===== src/rtl/psa_pkg.sv =====
`timescale 1ns / 1ps
`default_nettype none
// ----------------------------------------------------------------------------
// psa_pkg
// Shared types and constants of the positional shift array: word and field
// widths, command and status codes, and the vacant marker.
// ----------------------------------------------------------------------------
package psa_pkg;

    localparam int DEPTH_DEF = 8;
    localparam int WORD_W    = 32;
    localparam int POS_W     = 8;
    localparam int CMD_W     = 2;
    localparam int STAT_W    = 2;

    // Vacant marker: all ones, which is -1 as a signed word.
    localparam logic signed [WORD_W-1:0] VACANT = '1;

    typedef enum logic [CMD_W-1:0] {
        CMD_INSERT  = 2'd0,
        CMD_DEL_POS = 2'd1,
        CMD_DEL_VAL = 2'd2,
        CMD_READ    = 2'd3
    } cmd_t;

    typedef enum logic [STAT_W-1:0] {
        ST_DONE     = 2'd0,
        ST_RANGE    = 2'd1,
        ST_NOTFOUND = 2'd2
    } status_t;

endpackage
`default_nettype wire


===== src/rtl/psa_mem.sv =====
`timescale 1ns / 1ps
`default_nettype none
// ----------------------------------------------------------------------------
// psa_mem
// Entry store: one write port, one read port with registered read data.
// Per-entry valid bits clear at reset; an entry never written reads vacant.
// ----------------------------------------------------------------------------
module psa_mem #(
    parameter int DEPTH = psa_pkg::DEPTH_DEF,
    parameter int IW    = (DEPTH > 1) ? $clog2(DEPTH) : 1
) (
    input  wire logic                             clk,
    input  wire logic                             rst_n,
    input  wire logic                             we,
    input  wire logic [IW-1:0]                    waddr,
    input  wire logic signed [psa_pkg::WORD_W-1:0] wdata,
    input  wire logic                             re,
    input  wire logic [IW-1:0]                    raddr,
    output logic signed [psa_pkg::WORD_W-1:0]      rdata
);

    logic signed [psa_pkg::WORD_W-1:0] mem [DEPTH];
    logic [DEPTH-1:0]                  valid_reg;
    logic signed [psa_pkg::WORD_W-1:0] data_reg;
    logic                              hit_reg;

    always_ff @(posedge clk)
    begin
        if (we)
        begin
            mem[waddr] <= wdata;
        end
        if (re)
        begin
            data_reg <= mem[raddr];
        end
    end

    always_ff @(posedge clk or negedge rst_n)
    begin
        if (!rst_n)
        begin
            valid_reg <= '0;
            hit_reg   <= 1'b0;
        end
        else
        begin
            if (we)
            begin
                valid_reg[waddr] <= 1'b1;
            end
            if (re)
            begin
                hit_reg <= valid_reg[raddr];
            end
        end
    end

    // Substitute the vacant marker for entries not yet written.
    assign rdata = hit_reg ? data_reg : psa_pkg::VACANT;

endmodule
`default_nettype wire


===== src/rtl/positional_shift_array.sv =====
`timescale 1ns / 1ps
`default_nettype none
// ----------------------------------------------------------------------------
// positional_shift_array
// Fixed array of signed 32-bit words in a synchronous memory with positional
// insert, positional delete, delete by first matching value, and read.
// ----------------------------------------------------------------------------
//
//  channel   handshake            payload
//  -------   ------------------   -------------------------------
//  command   start / busy         command, position, value
//  result    done (1-cycle pulse) status, read_value
//
// Steps per beat (p = 1-based position, D = DEPTH):
//   read               : issue, memory read, result
//   insert at p        : shift entries p..D-1 up, then write value at p
//   delete at p        : shift entries p+1..D down, then fill D vacant
//   delete by value    : scan from the first entry to the first match, then
//                        the delete sequence at the hit; no match: NOTFOUND
//   out of range       : range status at once
// The shifts move one entry per cycle through the single memory read port.
// Reset clears the valid bits at once; vacant entries read as -1, so no
// clearing pass is needed. The result is registered and strobed by done in
// the cycle after the last step; the receiver cannot stall it. busy is high
// from the cycle after acceptance to the final step; never if out of range.
//
module positional_shift_array #(
    parameter int DEPTH = psa_pkg::DEPTH_DEF
) (
    input  wire logic                               clk,
    input  wire logic                               rst_n,
    input  wire logic                               start,
    output logic                                    busy,
    input  wire logic [psa_pkg::CMD_W-1:0]          command,
    input  wire logic [psa_pkg::POS_W-1:0]          position,
    input  wire logic signed [psa_pkg::WORD_W-1:0]  value,
    output logic                                    done,
    output logic [psa_pkg::STAT_W-1:0]              status,
    output logic signed [psa_pkg::WORD_W-1:0]       read_value
);

    localparam int IW = (DEPTH > 1) ? $clog2(DEPTH) : 1;
    localparam int CW = IW + 1;
    localparam logic [IW-1:0] LAST = IW'(DEPTH - 1);

    typedef enum logic [3:0] {
        S_IDLE,
        S_READ,
        S_RDATA,
        S_SCAN,
        S_SHDN,
        S_SHUP,
        S_TAIL,
        S_PUT,
        S_FILL
    } state_t;

    state_t                            state_reg, state_next;
    psa_pkg::cmd_t                     cmd_reg, cmd_next;
    logic signed [psa_pkg::WORD_W-1:0] val_reg, val_next;
    logic [IW-1:0]                     idx_reg, idx_next;
    logic [CW-1:0]                     ptr_reg, ptr_next;
    logic                              pend_reg, pend_next;
    logic [IW-1:0]                     pend_addr_reg, pend_addr_next;
    logic                              chk_reg, chk_next;
    logic [IW-1:0]                     chk_addr_reg, chk_addr_next;
    logic                              done_reg, done_next;
    psa_pkg::status_t                  status_reg, status_next;
    logic signed [psa_pkg::WORD_W-1:0] rval_reg, rval_next;

    logic                              mem_we;
    logic [IW-1:0]                     mem_waddr;
    logic signed [psa_pkg::WORD_W-1:0] mem_wdata;
    logic                              mem_re;
    logic [IW-1:0]                     mem_raddr;
    logic signed [psa_pkg::WORD_W-1:0] mem_rdata;

    logic                              accept;
    logic                              pos_ok;
    logic [IW-1:0]                     pos_idx;
    logic                              ptr_in;
    logic                              match;

    assign accept  = start && (state_reg == S_IDLE);
    assign pos_ok  = (position != '0) &&
                     ({1'b0, position} <= (psa_pkg::POS_W + 1)'(DEPTH));
    assign pos_idx = IW'(position - (psa_pkg::POS_W)'(1));
    assign ptr_in  = (ptr_reg < CW'(DEPTH));
    assign match   = chk_reg && (mem_rdata == val_reg);

    psa_mem #(
        .DEPTH (DEPTH),
        .IW    (IW)
    ) u_mem (
        .clk   (clk),
        .rst_n (rst_n),
        .we    (mem_we),
        .waddr (mem_waddr),
        .wdata (mem_wdata),
        .re    (mem_re),
        .raddr (mem_raddr),
        .rdata (mem_rdata)
    );

    // Memory port: a pending shift write lands the word read in the previous
    // cycle; the final insert or vacant fill never overlaps it.
    always_comb
    begin
        mem_we    = 1'b0;
        mem_waddr = pend_addr_reg;
        mem_wdata = mem_rdata;
        if (pend_reg)
        begin
            mem_we = 1'b1;
        end
        else if (state_reg == S_PUT)
        begin
            mem_we    = 1'b1;
            mem_waddr = idx_reg;
            mem_wdata = val_reg;
        end
        else if (state_reg == S_FILL)
        begin
            mem_we    = 1'b1;
            mem_waddr = LAST;
            mem_wdata = psa_pkg::VACANT;
        end

        mem_re    = 1'b0;
        mem_raddr = ptr_reg[IW-1:0];
        unique case (state_reg)
            S_READ:
            begin
                mem_re    = 1'b1;
                mem_raddr = idx_reg;
            end
            S_SCAN:         mem_re = ptr_in;
            S_SHDN, S_SHUP: mem_re = 1'b1;
            default:        mem_re = 1'b0;
        endcase
    end

    always_comb
    begin
        state_next     = state_reg;
        cmd_next       = cmd_reg;
        val_next       = val_reg;
        idx_next       = idx_reg;
        ptr_next       = ptr_reg;
        pend_next      = 1'b0;
        pend_addr_next = pend_addr_reg;
        chk_next       = 1'b0;
        chk_addr_next  = chk_addr_reg;
        done_next      = 1'b0;
        status_next    = psa_pkg::ST_DONE;
        rval_next      = '0;

        unique case (state_reg)
            S_IDLE:
            begin
                if (accept)
                begin
                    cmd_next = psa_pkg::cmd_t'(command);
                    val_next = value;
                    idx_next = pos_idx;
                    if (psa_pkg::cmd_t'(command) == psa_pkg::CMD_DEL_VAL)
                    begin
                        ptr_next   = '0;
                        state_next = S_SCAN;
                    end
                    else if (!pos_ok)
                    begin
                        done_next   = 1'b1;
                        status_next = psa_pkg::ST_RANGE;
                    end
                    else
                    begin
                        unique case (psa_pkg::cmd_t'(command))
                            psa_pkg::CMD_INSERT:
                            begin
                                // Walk down from the second-to-last entry.
                                ptr_next   = CW'(LAST) - CW'(1);
                                state_next = (pos_idx == LAST) ? S_PUT : S_SHUP;
                            end
                            psa_pkg::CMD_DEL_POS:
                            begin
                                ptr_next   = CW'(pos_idx) + CW'(1);
                                state_next = (pos_idx == LAST) ? S_FILL : S_SHDN;
                            end
                            default: state_next = S_READ;
                        endcase
                    end
                end
            end
            S_READ:  state_next = S_RDATA;
            S_RDATA:
            begin
                done_next  = 1'b1;
                rval_next  = mem_rdata;
                state_next = S_IDLE;
            end
            S_SCAN:
            begin
                // Compare the word read last cycle; stop at the first hit.
                if (match)
                begin
                    idx_next   = chk_addr_reg;
                    ptr_next   = CW'(chk_addr_reg) + CW'(1);
                    state_next = (chk_addr_reg == LAST) ? S_FILL : S_SHDN;
                end
                else if (chk_reg && (chk_addr_reg == LAST))
                begin
                    done_next   = 1'b1;
                    status_next = psa_pkg::ST_NOTFOUND;
                    state_next  = S_IDLE;
                end
                else if (ptr_in)
                begin
                    chk_next      = 1'b1;
                    chk_addr_next = ptr_reg[IW-1:0];
                    ptr_next      = ptr_reg + CW'(1);
                end
            end
            S_SHDN:
            begin
                pend_next      = 1'b1;
                pend_addr_next = ptr_reg[IW-1:0] - IW'(1);
                if (ptr_reg[IW-1:0] == LAST)
                begin
                    state_next = S_TAIL;
                end
                else
                begin
                    ptr_next = ptr_reg + CW'(1);
                end
            end
            S_SHUP:
            begin
                pend_next      = 1'b1;
                pend_addr_next = ptr_reg[IW-1:0] + IW'(1);
                if (ptr_reg[IW-1:0] == idx_reg)
                begin
                    state_next = S_TAIL;
                end
                else
                begin
                    ptr_next = ptr_reg - CW'(1);
                end
            end
            S_TAIL:
            begin
                // Drain the last pending shift write.
                state_next = (cmd_reg == psa_pkg::CMD_INSERT) ? S_PUT : S_FILL;
            end
            S_PUT, S_FILL:
            begin
                done_next  = 1'b1;
                state_next = S_IDLE;
            end
            default: state_next = S_IDLE;
        endcase
    end

    always_ff @(posedge clk or negedge rst_n)
    begin
        if (!rst_n)
        begin
            state_reg     <= S_IDLE;
            cmd_reg       <= psa_pkg::CMD_INSERT;
            pend_reg      <= 1'b0;
            chk_reg       <= 1'b0;
            done_reg      <= 1'b0;
            status_reg    <= psa_pkg::ST_DONE;
            rval_reg      <= '0;
            val_reg       <= '0;
            idx_reg       <= '0;
            ptr_reg       <= '0;
            pend_addr_reg <= '0;
            chk_addr_reg  <= '0;
        end
        else
        begin
            state_reg     <= state_next;
            cmd_reg       <= cmd_next;
            pend_reg      <= pend_next;
            chk_reg       <= chk_next;
            done_reg      <= done_next;
            status_reg    <= status_next;
            rval_reg      <= rval_next;
            val_reg       <= val_next;
            idx_reg       <= idx_next;
            ptr_reg       <= ptr_next;
            pend_addr_reg <= pend_addr_next;
            chk_addr_reg  <= chk_addr_next;
        end
    end

    assign busy       = (state_reg != S_IDLE);
    assign done       = done_reg;
    assign status     = status_reg;
    assign read_value = rval_reg;

    // A shift write never shares the write port with the final write.
    a_wport_free: assert property (@(posedge clk) disable iff (!rst_n)
        !(pend_reg && ((state_reg == S_PUT) || (state_reg == S_FILL))))
        else $error("shift write collides with final write");

    // Read and write never target the same entry in one cycle.
    a_no_rw_same: assert property (@(posedge clk) disable iff (!rst_n)
        !(mem_we && mem_re && (mem_waddr == mem_raddr)))
        else $error("read and write to the same entry");

    // An accepted beat either keeps the block busy or yields a result.
    a_accept_progress: assert property (@(posedge clk) disable iff (!rst_n)
        (start && !busy) |=> (busy || done))
        else $error("accepted beat lost");

    // Only a successful result carries a nonzero word.
    a_rval_zero: assert property (@(posedge clk) disable iff (!rst_n)
        (done && (status != psa_pkg::ST_DONE)) |-> (read_value == '0))
        else $error("failed command returned data");

endmodule
`default_nettype wire

===== config.mk =====
export PLATFORM = sky130hd
export DESIGN_NAME = positional_shift_array
export DESIGN_NICKNAME = d
export VERILOG_FILES = /design/src/rtl/psa_pkg.sv /design/src/rtl/psa_mem.sv /design/src/rtl/positional_shift_array.sv
export SDC_FILE = /design/constraint.sdc
export NUM_CORES = 1
export LEC_CHECK = 0
export BUFFER_PORTS_ARGS = -buffer_cell sky130_fd_sc_hd__buf_2
export CORE_MARGIN = 2
export CORE_UTILIZATION = 45
export CTS_CLUSTER_DIAMETER = 80
export DETAILED_ROUTE_END_ITERATION = 10
export HOLD_SLACK_MARGIN = 0.02
export RECOVER_POWER = 100
export SLEW_MARGIN = 10
export SYNTH_ARGS = -nofsm -noshare
export SYNTH_HDL_FRONTEND = slang
export SYNTH_SLANG_ARGS = --single-unit

===== constraint.sdc =====
create_clock -name clk -period 8 [get_ports clk]
set_clock_uncertainty 0.1 [all_clocks]
set_input_delay 1.6 -clock clk [delete_from_list [all_inputs] [get_ports clk]]
set_output_delay 1.6 -clock clk [all_outputs]
set_load 0.03 [all_outputs]

==> summary.md <==
The run finished, with violations left. The final reports fail on capacitance limit, slew limit. The instance count along the most critical hold path was 1. By area, the combinational part of the netlist is dominated by multiplexers. The initial antenna violation count is 1, and the deepest clock path buffer count is 3. Among all cell types in the netlist, the one instantiated most often is sky130_fd_sc_hd__edfxtp_1.

The synthesized netlist devotes 7.35% of its cell area to compound gates. In the synthesized netlist the dominant register cell turns out to be sky130_fd_sc_hd__edfxtp_1. In the post-synthesis netlist, the biggest area contributors are sky130_fd_sc_hd__edfxtp_1, sky130_fd_sc_hd__dfrtp_1, sky130_fd_sc_hd__mux4_2, sky130_fd_sc_hd__nand2_1, sky130_fd_sc_hd__mux2_2.

After Yosys synthesis, XOR and XNOR cells account for 1.14% of the synthesized area. The tree is rooted in a sky130_fd_sc_hd__clkbuf_16. The standard cell core area came out at 35400 µm². Post-CTS repair changed the size of 0 cells. The top register by number of flip-flops was u_mem.mem.

In the synthesized netlist the async set-or-reset flop fraction comes to 25.2%. After detailed routing, the number of remaining DRC violations is 0. Clock latency on the worst-skew pair, taken at its later pin, is 0.54 ns. The floorplan has 69 rows. The run gives 146 µV as the maximum resistive drop on vdd. Using the TritonRoute via totals, the vias-per-cell ratio works out to 5.83.

The number of clock buffers inserted by TritonCTS was 41; the flip-flop count of the largest register, all copies and words added was 256. The tools report the overall fraction of global-route tracks in use as 22.2%. After technology mapping, the gate count stands at 1035. Of the cells placed in the final design, the portion with a size suffix greater than 1 is 19.8%. Entering global routing, the biggest net connects 57 pins. STA classifies the critical path endpoint as a flip-flop. The tightest min-delay check is of the flip-flop to flip-flop type. Yosys mapped a number of flops with a built-in enable equal to 288.

The commonest cells after synthesis are sky130_fd_sc_hd__edfxtp_1, sky130_fd_sc_hd__nand2_1, sky130_fd_sc_hd__dfrtp_1. Data arrives at the worst endpoint at 5.51 ns. Buffers inserted to repair hold after CTS numbered 0. The half-perimeter wire length after detailed placement is 22800 µm. Post-CTS timing repair inserted 0 buffers for setup. After detailed routing, the average wire length per cell comes to 24.8 µm. In this run the worst path has a maximum fanout of 56. The share of the clock period used by the worst path after layout is 66.4%. The arithmetic-cell share of the synthesized area counting full adders, half adders and majority gates is 0.746%, and the accumulated negative setup slack is 0 ns.

The power density over cell area was 217 nW/µm²; the depth of the most critical reg-to-reg path was 8. The post-synthesis sequential element count was 385; the via count of the first global-routing pass was 9360. Setup slack on the critical path of the routed design comes to 2.68 ns.

Each instance of the synthesized netlist takes up on average 15.5 µm². Clock-pin slew was measured on the worst setup and hold paths at 0.06 ns. TritonCTS built the clock tree.

The post-placement worst setup slack was 3.80 ns; the time the worst path needs with I/O delays and setup was 5.32 ns. The tools report the aggregate routed wire length as 40100 µm. The repair_antennas step left the layout with diodes totalling 0. The tree built by TritonCTS fans out to 385 sinks. The tools report the maximum frequency from static timing analysis as 0.188 GHz. The number of synthesis warnings was 0. The run gives 17 as the max capacitance violation total.

Setup repair after global routing left no endpoint under its margin. The H-tree was split into 2 levels. The logs give 68.8% for the sequential cell area fraction in the yosys report and 45.5% for the starting density of the core. For the number of distinct standard cells referenced by the synthesized netlist, the log shows 69.

STA puts the critical path data required time at 8.20 ns. The count of input and output buffers works out to 80. The hold violation total from the final report was 0. The die is 193 µm tall. From synthesis to final layout, the design area changed by 13.0%.

Of the post-synthesis cell area, the part taken by muxes is 11.9%. Critical path launch point type: a flip-flop. The width of the die was 193 µm. The first global-routing pass estimated 59700 µm of wire.

The share of synthesized area in the top cell type comes to 53.7%. Setup violations remaining at the end of the flow were counted as 0. The run gives 1181 as the number of nets in the layout. The total overflow left after global routing is 0. The tools report the placer's final routability congestion estimate as 0.832. The core utilization of the finished layout was 51.4%; the count of TritonRoute iterations in the first routing pass was 5.

The actual transition at the worst max-transition pin was 2.97 ns; the area enclosed by the die boundary was 37300 µm². The run gives 809 as the number of violations reported at the end of detailed-routing iteration 0. Counting every net in the synthesized netlist gives 1089. The critical setup path kind was flip-flop to flip-flop. The antenna violation net count after detailed routing was 0. Detailed routing inserted a total of 9448 vias. The logs give 7.37 nW for the leakage power figure and 81 for the count of pins on the block boundary. The cell type with the highest aggregate area in the netlist was sky130_fd_sc_hd__edfxtp_1.

In this run the tightest slew margin relative to its limit is -98.2%. After Yosys synthesis, and, or, nand and nor cells account for 7.01% of the synthesized area. The count of pins over their slew limit is 546, and the synthesized cell area is 16100 µm². The layout has 3028 filler cells.
-- layer usage --
metal | global-route usage (%) | vias to the layer above | part of all wire, %
li1 | - | 4136 | -
met1 | 31.3 | 4871 | 43
met2 | 35.7 | 364 | 48
met3 | 4.02 | 75 | 7.1
met4 | 6.21 | 2 | 2.3
met5 | 0 | - | 0.032
-- worst max-delay path, stage by stage (launching register included) --
cell and delay (ns):
sky130_fd_sc_hd__dfrtp_1 0.56, sky130_fd_sc_hd__nor4b_1 1.38, sky130_fd_sc_hd__nor2_1 0.08, sky130_fd_sc_hd__a21oi_1 1.02, sky130_fd_sc_hd__buf_4 0.84, sky130_fd_sc_hd__mux4_2 0.59, sky130_fd_sc_hd__mux2_2 0.27, sky130_fd_sc_hd__nand2_1 0.06
sky130_fd_sc_hd__o21ai_0 0.12
-- report_power, final --
group          switching, W  leakage (nW)  internal (W)
sequential                0          4.51       0.00213
clock              0.000749         0.624       0.00105
combinational     0.0000197          2.23     0.0000111
total              0.000768          7.37       0.00318
-- through the flow --
stage | hold slack, ns | instance area, µm² | power (W) | cells
global route | 0.384 | 18200 | 0.00407 | 1620
detailed placement | 0.348 | 17100 | 0.00220 | 1545
floorplan | 0.334 | 16100 | 0.00217 | 1035
global placement | 0.346 | 17100 | 0.00220 | 1545
finish | 0.359 | 18200 | 0.00395 | 1620
CTS | 0.364 | 18300 | 0.00399 | 1620
-- final timing paths --
kind                                         start            endpoint  slack [ns]
worst max-delay path                  state_reg[1]       u_mem.hit_reg        2.68
worst min-delay path            u_mem.valid_reg[6]  u_mem.valid_reg[6]        0.36
worst max register to register        state_reg[1]       u_mem.hit_reg        2.68
worst min register to register  u_mem.valid_reg[6]  u_mem.valid_reg[6]        0.36
max in group asynchronous                    rst_n       u_mem.hit_reg        3.95
min in group asynchronous                    rst_n        state_reg[1]        1.86
-- layout make-up --
type | count | area (µm²) | area share [%]
clock buffer | 62 | 1170 | 6.46
clock inverter | 13 | 96.3 | 0.530
inverter | 61 | 229 | 1.26
multi-input combinational | 537 | 4570 | 25.1
sequential | 385 | 11100 | 60.9
tap | 461 | 577 | 3.17
timing repair buffer | 101 | 454 | 2.50
-- logic make-up after synthesis --
| logic type | after synthesis |
|---|---|
| DFF | 385 |
| AOI/OAI and AO/OA | 175 |
| and+or+nand+nor | 227 |
| adders and majority gates | 9 |
| muxes | 105 |
| xor gates and xnor gates | 21 |
| buffers and inverters | 113 |
-- placed cells by master (no fill, tap or decap), types with 5 or more instances in the layout --
| master | count |
|---|---|
| sky130_fd_sc_hd__o22ai_1 | 7 |
| sky130_fd_sc_hd__clkinv_2 | 6 |
| sky130_fd_sc_hd__buf_2 | 42 |
| sky130_fd_sc_hd__or3b_1 | 7 |
| sky130_fd_sc_hd__buf_4 | 6 |
| sky130_fd_sc_hd__mux2i_1 | 5 |
| sky130_fd_sc_hd__clkbuf_16 | 41 |
| sky130_fd_sc_hd__mux4_2 | 66 |
| sky130_fd_sc_hd__a21oi_1 | 55 |
| sky130_fd_sc_hd__a222oi_1 | 5 |
| sky130_fd_sc_hd__clkbuf_8 | 7 |
| sky130_fd_sc_hd__nand2_1 | 112 |
| sky130_fd_sc_hd__nor3_1 | 11 |
| sky130_fd_sc_hd__inv_1 | 60 |
| sky130_fd_sc_hd__mux2_2 | 33 |
| sky130_fd_sc_hd__ha_1 | 8 |
| sky130_fd_sc_hd__dfrtp_1 | 96 |
| sky130_fd_sc_hd__nor2b_1 | 9 |
| sky130_fd_sc_hd__xnor2_1 | 8 |
| sky130_fd_sc_hd__nand3b_1 | 6 |
| sky130_fd_sc_hd__o22a_1 | 31 |
| sky130_fd_sc_hd__o21ai_0 | 24 |
| sky130_fd_sc_hd__nor2_1 | 28 |
| sky130_fd_sc_hd__a31oi_1 | 9 |
| sky130_fd_sc_hd__clkbuf_1 | 67 |
| sky130_fd_sc_hd__edfxtp_1 | 288 |
| sky130_fd_sc_hd__o41ai_1 | 5 |
| sky130_fd_sc_hd__xor2_1 | 13 |
| sky130_fd_sc_hd__or2_2 | 10 |
| sky130_fd_sc_hd__nand3_1 | 10 |
Power figures use the tool's default switching activity.
